File: src/hdl/tccw_addr_unit.sv
// tccw_addr_unit: shared cell address unit, one registered stage
// maps a screen row and column through the scroll ring offset to a memory address
module tccw_addr_unit #(
  parameter int ROWS    = 25,
  parameter int COLUMNS = 80
) (
  input  logic                              clk_i,
  input  logic [$clog2(ROWS)-1:0]           row_i,
  input  logic [$clog2(COLUMNS)-1:0]        col_i,
  input  logic [$clog2(ROWS)-1:0]           base_i,
  output logic [$clog2(ROWS)-1:0]           phys_o,
  output logic [$clog2(ROWS*COLUMNS)-1:0]   row_addr_o,
  output logic [$clog2(ROWS*COLUMNS)-1:0]   addr_o
);

  localparam int ROW_W = $clog2(ROWS);
  localparam int AW    = $clog2(ROWS * COLUMNS);

  logic [ROW_W:0]   sum;
  logic [ROW_W-1:0] phys;
  logic [AW-1:0]    row_addr;

  // ring position: row plus offset, wrapped once
  assign sum  = {1'b0, row_i} + {1'b0, base_i};
  assign phys = (sum >= (ROW_W+1)'(ROWS)) ? ROW_W'(sum - (ROW_W+1)'(ROWS)) : ROW_W'(sum);
  assign row_addr = AW'(phys * COLUMNS);

  always_ff @(posedge clk_i) begin
    phys_o     <= phys;
    row_addr_o <= row_addr;
    addr_o     <= row_addr + AW'(col_i);
  end

endmodule

File: config.mk
export PLATFORM = sky130hd
export DESIGN_NAME = tccw_addr_unit
export DESIGN_NICKNAME = d
export VERILOG_FILES = /design/src/hdl/tccw_addr_unit.sv
export SDC_FILE = /design/constraint.sdc
export NUM_CORES = 1
export LEC_CHECK = 0
export BUFFER_PORTS_ARGS = -buffer_cell sky130_fd_sc_hd__buf_2
export CORE_MARGIN = 3
export CORE_UTILIZATION = 40
export DETAILED_ROUTE_END_ITERATION = 8
export HOLD_SLACK_MARGIN = 0.06
export PLACE_DENSITY = 0.74
export REMOVE_ABC_BUFFERS = 1
export SLEW_MARGIN = 20
export SYNTH_ARGS = -nofsm -noshare
export SYNTH_HDL_FRONTEND = slang
export SYNTH_SLANG_ARGS = --single-unit
File: constraint.sdc
create_clock -name clk_i -period 5.45 [get_ports clk_i]
set_clock_uncertainty 0.1 [all_clocks]
set_input_delay 0.545 -clock clk_i [delete_from_list [all_inputs] [get_ports clk_i]]
set_output_delay 0.545 -clock clk_i [all_outputs]
set_load 0.01 [all_outputs]
==> impl_summary.log, run 1 <==
[metrics] run status: finished, final reports clean
[metrics] via count normalized by instance count: 4.86
[metrics] Ports: between 40 and 50
[metrics] Largest stage delay, worst path: 460 ps
[metrics] power density relative to cell area: 455 nW/um^2
[metrics] area occupied by registers: 420 sq um
[metrics] CTS HTree Levels: 1
[metrics] CTS tree: built
[metrics] gate count of the mapped netlist: 116
[metrics] max-capacitance violation count: 0
[metrics] vias in the first global route: 864
[metrics] hold_buf cts: 0
[metrics] type of element launching the critical path: input port
[metrics] upper clock frequency limit: 0.244 GHz
[metrics] ranking of synthesized cells by area: sky130_fd_sc_hd__dfxtp_1 (35%), sky130_fd_sc_hd__ha_1 (17%), sky130_fd_sc_hd__xnor2_1 (5.1%)
[metrics] maximum number of pins on one net before global-route repair: 12
[metrics] maximum fanout along the worst path: 5
[metrics] post-detailed-route DRC marker count: 0
[metrics] Die Width: 60.9 um
[metrics] total detailed-routing wirelength: about 2.1 mm
[metrics] first-pass GRT wire length: about 3.5 mm
[metrics] count of instances resized after the clock tree is built: 0
[metrics] number of flip-flops and latches in the synthesized netlist: 21
[metrics] leakage power of the design: 0.718 nW
[metrics] setup-violating endpoint count in the final report: 0
[metrics] type of the setup path with the least slack: in2reg
[metrics] CTS Buf Count: 3
[metrics] number of sinks driven by the clock tree: 21
[metrics] deepest clock path buffer count: 2
[metrics] routability congestion estimate: 0.703
[metrics] drt initial violations: 6
[metrics] DR vias: 913
[metrics] most used cell, CP: sky130_fd_sc_hd__ha_1
[metrics] summed area of non-filler cells in the final layout: 1440 sq um
[metrics] area of the multi-input gates: between 700 and 800 sq um
[metrics] filler cell count in the final layout: approximately 270
[metrics] clock-pin slew of the registers on the worst-case setup and hold paths: 110 ps
[metrics] fraction of final layout cells with drive strength greater than 1: 32.5%
[metrics] number of buffers added on ports: 40
[metrics] final critical-path share of the clock period: 75.1%
[metrics] Detailed Place HPWL: 1.87 mm
[metrics] Critical Path, Cell by Cell: buf_2 -> ha_1 -> inv_1 -> fa_1 -> ha_1 -> nand2_1 -> nor3b_4 -> mux2i_1 -> nor2_1 -> a21oi_1 -> ha_1 -> ha_1 -> a21oi_1 -> nand2_1 -> xnor2_1 -> a221o_1 -> a22o_4 -> xor2_1
[metrics] Synth cell types: 34
[metrics] starting density of the core: ~43%
[metrics] instance area after placement: 1410 sq um
[metrics] register area share after synthesis: 34.8%
[metrics] RSZ-0062 raised after global routing: false
[metrics] worst min path class: in2reg
[metrics] VDD IR max: 133 uV
[metrics] antenna violation net count after detailed routing: 0
[metrics] final-layout setup total negative slack: 0 ps
[metrics] total routing usage reported by global routing: 12.3%
[metrics] Post-CTS Setup Inserts: 0
[metrics] warnings from Yosys: 0
[metrics] final net count: 195
[metrics] syn avg cell area: 10.4 sq um
[metrics] share of the synthesized area in the top cell type: 34.8%
[metrics] vertical die dimension: 60.9 um
[metrics] netlist area before placement: 1210 sq um
[metrics] post-synthesis cell type with the largest combined area: sky130_fd_sc_hd__dfxtp_1
[metrics] Critical Path Sink Type: register
[metrics] Avg WL per Cell: 11.4 um
[metrics] max-slew violation count: 0
[metrics] router iterations before antenna repair: 8
[metrics] arrival time of the worst setup path: approximately 4200 ps
[metrics] area added between synthesis and finish: 19.2%
[metrics] Endpoint, Worst Hold: addr_o[2]
[metrics] post-route worst hold slack: 245 ps
[metrics] placeable core region: roughly 2800 sq um
[metrics] crit path time final: 4090 ps
[metrics] slowest library cell on the worst path: sky130_fd_sc_hd__fa_1
[metrics] number of rows created at floorplan: 19
[metrics] Congestion Overflow GR: 0
[metrics] cell depth of the worst hold path: 1
[metrics] hold path start: col_i[2]
[metrics] root cell of the clock tree: sky130_fd_sc_hd__clkbuf_4
[metrics] final hold viol count: 0
[metrics] Die Area: 3710 sq um
[metrics] required time of the worst setup path: 5540 ps
[metrics] initial antenna violation count: 0
[metrics] antenna diode count: 0
[Yosys cell counts, drive strengths merged]
master    n
a211oi    1
a21o      1
a21oi    10
a221o     1
a22o      1
and2      1
and3      1
buf       6
conb      1
dfxtp    21
fa        3
ha       16
inv       7
mux2      1
mux2i     2
nand2     5
nand2b    1
nand3     2
nand4     1
nand4b    1
nor2      9
nor2b     2
nor3      2
nor3b     1
o21ai     2
o21ba     1
o21bai    2
o2bb2ai   1
o31a      1
or2       1
xnor2     7
xor2      4
[worst max-delay path: cells and delay by family]
family	cells	cell delay (ps)
fa+ha+maj	5	1430
compound gates	4	910
simple gates	4	590
mux	1	220
buf+inv	2	170
xor+xnor	2	300
[layout make-up]
cell class / count / share of cell area [%]
Sequential cell: 21 / 29.2
Timing Repair Buffer: 40 / 13.9
Tap cell: 31 / 2.70
Inverter: 7 / 1.83
Clock buffer: 4 / 1.83
Multi-Input combinational cell: 85 / 50.5
[metal layers]
| metal | global-route usage [%] | share of wire [%] | vias to the layer above | routed length (um) |
|---|---|---|---|---|
| met5 | 0 | 0 | - | 0 |
| met4 | 3.72 | 0.28 | 0 | 6 |
| met3 | 2.34 | 9.1 | 2 | 195 |
| met2 | 22.6 | 49 | 48 | 1050 |
| met1 | 14.4 | 42 | 390 | 893 |
| li1 | - | - | 473 | - |
[sequential cells by signal, summed over array words and instances, names as in the netlist]
signal and cells:
row_addr_o 5, phys_o 5, addr_o 11
[placed cells by master, fill, tap and decap left out, drive strengths merged, types with 2 or more instances in the layout]
master	count
xor2	4
clkbuf	4
conb	4
o21bai	2
fa	3
nand3	2
xnor2	7
mux2i	2
dfxtp	21
buf	40
nor2	9
nor2b	2
o21ai	2
nand2	5
ha	16
a21oi	10
inv	7
nor3	2
[through the flow]
stage | util (%) | setup slack (ps) | instances | total power [mW]
floorplan | - | 1420 | 113 | 0.484
global placement | 50.4 | 1140 | 184 | 0.578
detailed placement | 50.4 | 1030 | 184 | 0.592
CTS | 51.3 | 1330 | 188 | 0.663
global route | 51.3 | 1100 | 188 | 0.719
finish | 51.3 | 1360 | 188 | 0.655
[worst max path at each step]
stage | end | slack [ps] | startpoint | cells past startpoint
after floorplan | addr_o[10] | 1420 | row_i[0] | 17
after global placement | addr_o[10] | 1140 | row_i[0] | 17
after detailed placement | addr_o[10] | 1030 | row_i[0] | 18
after CTS | addr_o[10] | 1330 | row_i[0] | 18
after global routing | addr_o[10] | 1100 | row_i[0] | 18
final | addr_o[10] | 1360 | row_i[0] | 18
[kinds of logic (layout without fill, tap and decap cells)]
logic type | Yosys count | in the layout | share of synthesized area, %
AOI/OAI and AO/OA | 21 | 21 | 14.0
other | 1 | 4 | 0.311
xor gates and xnor gates | 11 | 11 | 7.98
muxes | 3 | 3 | 2.90
DFF | 21 | 21 | 34.8
buffers and inverters | 13 | 51 | 5.91
and+or+nand+nor | 27 | 27 | 12.5
adders and majority gates | 19 | 19 | 21.6
[report_power, final]
part / internal (mW) / switching, mW
Sequential: 0.216 / 0.0115
Combinational: 0.163 / 0.194
Clock: 0.0285 / 0.0426
Note: power is estimated with default switching activity, not from simulation.
==> run 2, diff against run 1 <==
Settings changed: PLACE_DENSITY 0.74 to 0.77.
Clock period 5.45 ns to 3.5 ns, I/O delays scaled along.
==> impl_summary.log, run 2 (synthesis results as in run 1) <==
[metrics] run status: finished, violations left
[metrics] violations in the final reports: setup timing
[metrics] Ports: 45 (unchanged)
[metrics] CTS Buf Count: 3 (unchanged)
[metrics] total routing usage reported by global routing: 15.6% (+3.3 points)
[metrics] number of buffers added on ports: 40 (unchanged)
[metrics] starting density of the core: 43.0% (unchanged)
[metrics] Critical Path Sink Type: register
[metrics] deepest clock path buffer count: 2 (unchanged)
[metrics] maximum number of pins on one net before global-route repair: 12 (unchanged)
[metrics] upper clock frequency limit: about 0.28 GHz
[metrics] overall power of the completed layout: 1.29 mW (+97%)
[metrics] max-slew violation count: 0 (unchanged)
[metrics] first-pass GRT wire length: 4.34 mm (+23%)
[metrics] final critical-path share of the clock period: 101%
[metrics] RSZ-0062 raised after global routing: true
[metrics] Die Width: 60.9 um (unchanged)
[metrics] vertical die dimension: 60.9 um (unchanged)
[metrics] worst min path class: in2reg
[metrics] max-capacitance violation count: 0 (unchanged)
[metrics] drt initial violations: 28 (+22)
[metrics] DR vias: 1067 (+17%)
[metrics] initial antenna violation count: 0 (unchanged)
[metrics] CTS tree: built
[metrics] CTS HTree Levels: 1 (unchanged)
[metrics] required time of the worst setup path: 3580 ps (-1960 ps)
[metrics] Congestion Overflow GR: 0 (unchanged)
[metrics] final hold viol count: 0 (unchanged)
[metrics] via count normalized by instance count: 4.74 (-2.4%)
[metrics] area added between synthesis and finish: 57.8%
[metrics] antenna violation net count after detailed routing: 0 (unchanged)
[metrics] type of the setup path with the least slack: in2reg
[metrics] Die Area: 3710 sq um (unchanged)
[metrics] arrival time of the worst setup path: 3590 ps (-590 ps)
[metrics] type of element launching the critical path: input port
[metrics] Avg WL per Cell: 12.1 um (+6.3%)
[metrics] fraction of final layout cells with drive strength greater than 1: 54.1% (+22 points)
[metrics] final-layout setup total negative slack: -19.1 ps (-19.1 ps)
[metrics] most frequent cells in the layout: sky130_fd_sc_hd__buf_2 (38), sky130_fd_sc_hd__buf_4 (32), sky130_fd_sc_hd__dfxtp_1 (21)
[metrics] clock-pin slew of the registers on the worst-case setup and hold paths: 100 ps (about the same)
[metrics] total detailed-routing wirelength: 2.73 mm (+27%)
[metrics] maximum fanout along the worst path: 4 (-1)
[metrics] number of sinks driven by the clock tree: 21 (unchanged)
[metrics] flip-flop count of the largest register after layout: 11 (unchanged)
[metrics] crit path time final: 3520 ps
[metrics] VDD IR max: 252 uV (+90%)
[metrics] antenna diode count: 0 (unchanged)
[metrics] registers with the most flip-flops: addr_o (11), phys_o (5), row_addr_o (5)
[metrics] number of rows created at floorplan: 19 (unchanged)
[metrics] worst path setup slack after routing: -19.1 ps (-1380 ps)
[metrics] leading cell type in the layout, fill and taps excluded: sky130_fd_sc_hd__buf_2
[metrics] vias in the first global route: 1077 (+25%)
[metrics] root cell of the clock tree: sky130_fd_sc_hd__clkbuf_4
[metrics] largest register by flop count: addr_o
[metrics] setup-violating endpoint count in the final report: 1 (+1)
[metrics] placeable core region: 2810 sq um (unchanged)
[metrics] final net count: 232 (+19%)
[metrics] routability congestion estimate: 0.711 (+1.2%)
[metrics] power density relative to cell area: 676 nW/um^2 (+49%)
[metrics] router iterations before antenna repair: 2 (-6)
[metrics] Detailed Place HPWL: 2.19 mm (+17%)
[metrics] leakage power of the design: 0.918 nW (+28%)
[metrics] post-detailed-route DRC marker count: 0 (unchanged)
-- run 2: cell types whose count changed in the layout (fill, tap and decap cells not counted), sizes merged --
cell	delta
dlygate4sd3	+4
buf	+33
-- run 2: report_power, final --
part / switching (mW) / internal (mW) / total, mW / leakage, nW
Sequential: 0.0190 / 0.337 / 0.356 / 0.177
Combinational: 0.385 / 0.441 / 0.826 / 0.726
Clock: 0.0622 / 0.0442 / 0.106 / 0.0150
Total: 0.466 / 0.822 / 1.29 / 0.918
-- run 2: repair_timing --
item / in CTS / in global routing
endpoints found under the hold margin: 4 / 0
cloned: 0 / 0
gates resized for setup: 26 / 6
setup buffers: 1 / 2
setup endpoints to repair: 2 / 2
pin swaps: 14 / 10
hold buffers: 4 / 0
-- run 2: worst max-delay path, cell delays in order --
cell and delay [ps]:
sky130_fd_sc_hd__buf_6 80, sky130_fd_sc_hd__ha_4 120, sky130_fd_sc_hd__inv_2 30, sky130_fd_sc_hd__fa_2 560
sky130_fd_sc_hd__buf_6 120, sky130_fd_sc_hd__ha_4 120, sky130_fd_sc_hd__nor2_2 40, sky130_fd_sc_hd__o31a_1 330
sky130_fd_sc_hd__nor2b_2 170, sky130_fd_sc_hd__xnor2_2 180, sky130_fd_sc_hd__ha_4 270, sky130_fd_sc_hd__ha_4 270
sky130_fd_sc_hd__nand3_2 70, sky130_fd_sc_hd__nand2_2 90, sky130_fd_sc_hd__nor2_1 50, sky130_fd_sc_hd__a221o_1 340
sky130_fd_sc_hd__a22o_4 250, sky130_fd_sc_hd__xor2_1 150
-- run 2: metrics by stage --
step	utilization [%]	setup slack (ps)	cell area, sq um	hold slack, ps	std cells
2_1_floorplan	-	-335	1170	278	113
3_3_place_gp	58.4	-406	1640	354	214
3_5_place_dp	58.4	-561	1640	355	214
4_1_cts	66.1	-59.6	1860	171	223
5_1_grt	67.9	-95.0	1910	164	225
6_report	67.9	-19.1	1910	184	225
-- run 2: per-layer routing --
metal / global-route usage (%) / up-vias / wire length [um]
li1: - / 544 / -
met1: 14.2 / 479 / 965
met2: 33.3 / 38 / 1520
met3: 1.06 / 6 / 179
met4: 7.74 / 0 / 60
met5: 0 / - / 0
-- run 2: final cells by class --
type                    instances  area [sq um]
clock buffers                   4          26.3
multi-input cells              85           890
well taps                      31          38.8
repair buffers                 77           504
fillers                       219           900
inverters                       7          26.3
flip-flops and latches         21           420
-- run 2: worst paths after layout --
check / from / endpoint / cells past startpoint
setup / recovery: base_i[0] / addr_o[10] / 18
hold / removal: col_i[4] / addr_o[4] / 2
==> run 3, diff against run 2 <==
Settings changed: ABC_AREA from default to 1.
==> impl_summary.log, run 3 <==
[metrics] number of sinks driven by the clock tree: 21 (unchanged)
[metrics] routability congestion estimate: 0.745 (+4.9%)
[metrics] power density relative to cell area: 711 nW/um^2 (+5.1%)
[metrics] Die Width: 59.9 um (-1.7%)
[metrics] type of element launching the critical path: input port
[metrics] first-pass GRT wire length: 3.84 mm (-12%)
[metrics] portion of netlist area occupied by mux cells: 0% (-2.9 points)
[metrics] reported net switching power: 439 uW (-5.8%)
[metrics] netlist area before placement: 1160 sq um (-3.8%)
[metrics] placement-stage worst setup slack: -375 ps (+186 ps)
[metrics] CTS Buf Count: 3 (unchanged)
[metrics] top cells by count, synth: sky130_fd_sc_hd__nand2_1 (22), sky130_fd_sc_hd__dfxtp_1 (21), sky130_fd_sc_hd__inv_1 (18), sky130_fd_sc_hd__ha_1 (16), sky130_fd_sc_hd__nand3_1 (15)
[metrics] Gate power share: 59.5% (-4.6 points)
[metrics] hold path start: col_i[4]
[metrics] fraction of final layout cells with drive strength greater than 1: 41.8% (-12 points)
[metrics] instance area after placement: 1490 sq um (-9.3%)
[metrics] max-slew violation count: 0 (unchanged)
[metrics] count of flip-flops with a built-in enable after synthesis: 0 (unchanged)
[metrics] leakage power of the design: 0.878 nW (-4.4%)
[metrics] CTS HTree Levels: 1 (unchanged)
[metrics] drt initial violations: 38 (+36%)
[metrics] maximum fanout along the worst path: 6 (+2)
[metrics] vertical die dimension: 59.9 um (-1.7%)
[metrics] flip-flop count of the largest register after layout: 11 (unchanged)
[metrics] number of buffers added on ports: 40 (unchanged)
[metrics] cell-internal power: 709 uW (-14%)
[metrics] Avg WL per Cell: 10.7 um (-12%)
[metrics] final hold viol count: 0 (unchanged)
[metrics] final-layout setup total negative slack: 0 ps (+19.1 ps)
[metrics] starting density of the core: 44.4% (+1.4 points)
[metrics] number of flip-flops and latches in the synthesized netlist: 21 (unchanged)
[metrics] deepest clock path buffer count: 2 (unchanged)
[metrics] CTS tree: built
[metrics] setup-violating endpoint count in the final report: 0 (-1)
[metrics] run status: finished, final reports clean
[metrics] total routing usage reported by global routing: 13.5% (-2.1 points)
[metrics] share of the synthesized area in the top cell type: 36.2% (+1.4 points)
[metrics] Congestion Overflow GR: 0 (unchanged)
[metrics] number of rows created at floorplan: 18 (-1)
[metrics] area added between synthesis and finish: 39.1%
[metrics] most frequent cell after synthesis: sky130_fd_sc_hd__nand2_1
[metrics] commonest register cell after synthesis: sky130_fd_sc_hd__dfxtp_1
[metrics] type of the setup path with the least slack: in2reg
[metrics] area fraction in compound gates after synthesis: 3.56% (-10 points)
[metrics] post-synthesis cell type with the largest combined area: sky130_fd_sc_hd__dfxtp_1
[metrics] simple-gate share of the synthesized area: 21.8% (+9.2 points)
[metrics] via count normalized by instance count: 4.73 (-0.31%)
[metrics] total detailed-routing wirelength: 2.40 mm (-12%)
[metrics] Detailed Place HPWL: 2.00 mm (-8.4%)
[metrics] worst path setup slack after routing: 152 ps (+171 ps)
[metrics] largest register by flop count: addr_o
[metrics] share of synthesized registers carrying an async set or reset: 0% (unchanged)
[metrics] Endpoint, Worst Hold: addr_o[4]
[metrics] warnings from Yosys: 0 (unchanged)
[metrics] gate count of the mapped netlist: 131 (+13%)
[metrics] Sequential Power Share: 31.1% (+3.5 points)
[metrics] Synth cell types: 20 (-41%)
[metrics] crit path time final: 3350 ps (-171 ps)
[metrics] most frequent cells in the layout: sky130_fd_sc_hd__buf_2 (40), sky130_fd_sc_hd__nand2_1 (21), sky130_fd_sc_hd__dfxtp_1 (21)
[metrics] net switching share of the total power: 38.3% (+2.1 points)
[metrics] VDD IR max: 548 uV (+120%)
[metrics] Ports: 45 (unchanged)
[metrics] largest family of logic cells by synthesized area: adder cells
[metrics] required time of the worst setup path: 3590 ps (about the same)
[metrics] synthesized-area fraction occupied by adder cells: 22.4% (+0.86 points)
[metrics] root cell of the clock tree: sky130_fd_sc_hd__clkbuf_4
[metrics] Critical Path Sink Type: register
[metrics] cell depth of the worst hold path: 2 (unchanged)
[metrics] syn avg cell area: 8.86 sq um (-15%)
[metrics] final critical-path share of the clock period: 95.7% (-4.9 points)
[metrics] placeable core region: 2610 sq um (-6.9%)
[metrics] post-detailed-route DRC marker count: 0 (unchanged)
[metrics] area share of xor/xnor cells in the synthesized design: 6.03% (-1.9 points)
[metrics] upper clock frequency limit: 0.299 GHz (+5.1%)
[metrics] antenna violation net count after detailed routing: 0 (unchanged)
[metrics] final net count: 232 (unchanged)
[metrics] summed area of non-filler cells in the final layout: 1620 sq um (-15%)
[metrics] overall power of the completed layout: 1.15 mW (-11%)
[metrics] max-capacitance violation count: 0 (unchanged)
[metrics] worst min path class: in2reg
[metrics] maximum number of pins on one net before global-route repair: 12 (unchanged)
[metrics] fraction of the core area covered by cells at the end of the flow: 61.8% (-6.1 points)
[metrics] registers with the most flip-flops: addr_o (11), phys_o (5), row_addr_o (5)
[metrics] DR vias: 1059 (-0.75%)
[metrics] initial antenna violation count: 0 (unchanged)
[metrics] arrival time of the worst setup path: 3440 ps (-150 ps)
[metrics] proportion of power drawn by the clock network: 9.3% (+1.0 points)
[metrics] vias in the first global route: 974 (-9.6%)
[metrics] router iterations before antenna repair: 4 (+2)
[metrics] ranking of synthesized cells by area: sky130_fd_sc_hd__dfxtp_1 (36%), sky130_fd_sc_hd__ha_1 (17%), sky130_fd_sc_hd__nand2_1 (7.1%)
[metrics] leading cell type in the layout, fill and taps excluded: sky130_fd_sc_hd__buf_2
[metrics] antenna diode count: 0 (unchanged)
[metrics] filler cell count in the final layout: 221 (+0.91%)
[metrics] register area share after synthesis: 36.2% (+1.4 points)
[metrics] Die Area: 3590 sq um (-3.5%)
[metrics] clock-pin slew of the registers on the worst-case setup and hold paths: 100 ps (about the same)
-- run 3: cells by family after synthesis --
| logic type | count (synthesis) |
|---|---|
| other | 1 |
| DFF | 21 |
| AOI/OAI and AO/OA | 8 |
| xor gates and xnor gates | 8 |
| adders and majority gates | 19 |
| buffers and inverters | 24 |
| and+or+nand+nor | 50 |
-- run 3: area by class of cell --
| class | count | area, sq um | share of cell area (%) |
|---|---|---|---|
| clock buffer | 4 | 26.3 | 1.63 |
| inverter | 18 | 67.6 | 4.18 |
| multi-input combinational | 89 | 688 | 42.6 |
| sequential | 21 | 420 | 26.0 |
| tap | 30 | 37.5 | 2.32 |
| timing repair buffer | 62 | 375 | 23.2 |
-- run 3: metal layers --
layer  global-route usage, %  part of all wire, %  vias to the layer above  wire length (um)
li1                        -                    -                      537                 -
met1                    14.3                   37                      476               876
met2                    27.6                   55                       42              1320
met3                    1.51                  7.1                        4               169
met4                    2.85                  1.1                        0                27
met5                       0                    0                        -                 0
-- run 3: critical path: stages --
cell and delay [ps]:
sky130_fd_sc_hd__buf_2 100, sky130_fd_sc_hd__ha_1 190, sky130_fd_sc_hd__inv_1 80, sky130_fd_sc_hd__fa_2 460, sky130_fd_sc_hd__ha_1 200, sky130_fd_sc_hd__nand3b_1 180
sky130_fd_sc_hd__nand3_2 120, sky130_fd_sc_hd__nand2_4 80, sky130_fd_sc_hd__o21ai_1 220, sky130_fd_sc_hd__ha_1 290, sky130_fd_sc_hd__ha_2 210, sky130_fd_sc_hd__fa_2 530
sky130_fd_sc_hd__nand2_1 80, sky130_fd_sc_hd__nor3_2 160, sky130_fd_sc_hd__inv_1 70, sky130_fd_sc_hd__nand3_1 80, sky130_fd_sc_hd__nand2_1 50
-- run 3: repair_timing --
item,4_1_cts,5_1_grt
endpoints found under the hold margin,3,1
hold buffers,3,1
endpoints found under the setup margin,1,2
setup buffers,0,2
gates cloned,0,0
pin swaps,0,4
resized for setup,2,10
-- run 3: power groups by stage --
| stage | logic [mW] | clock network (mW) | registers [mW] |
|---|---|---|---|
| finish | 0.683 | 0.107 | 0.357 |
| global route | 0.763 | 0.119 | 0.368 |
| CTS | 0.637 | 0.108 | 0.359 |
| detailed placement | 0.625 | 0 | 0.365 |
| global placement | 0.600 | 0 | 0.361 |
| floorplan | 0.315 | 0 | 0.421 |
-- run 3: worst max path at each step --
stage                        start    endpoint  slack [ps]  depth (start not counted)
after floorplan           row_i[0]  addr_o[10]        -180                         16
after global placement    row_i[0]  addr_o[10]        -120                         18
after detailed placement  row_i[0]  addr_o[10]        -370                         17
after CTS                 row_i[0]  addr_o[10]          20                         18
after global routing      row_i[0]  addr_o[10]         -40                         17
final                     row_i[0]  addr_o[10]         150                         17
-- run 3: through the flow --
stage / hold slack, ps / cells
2_1_floorplan: 278 / 128
3_3_place_gp: 355 / 214
3_5_place_dp: 356 / 214
4_1_cts: 60.0 / 221
5_1_grt: 173 / 224
6_report: 178 / 224
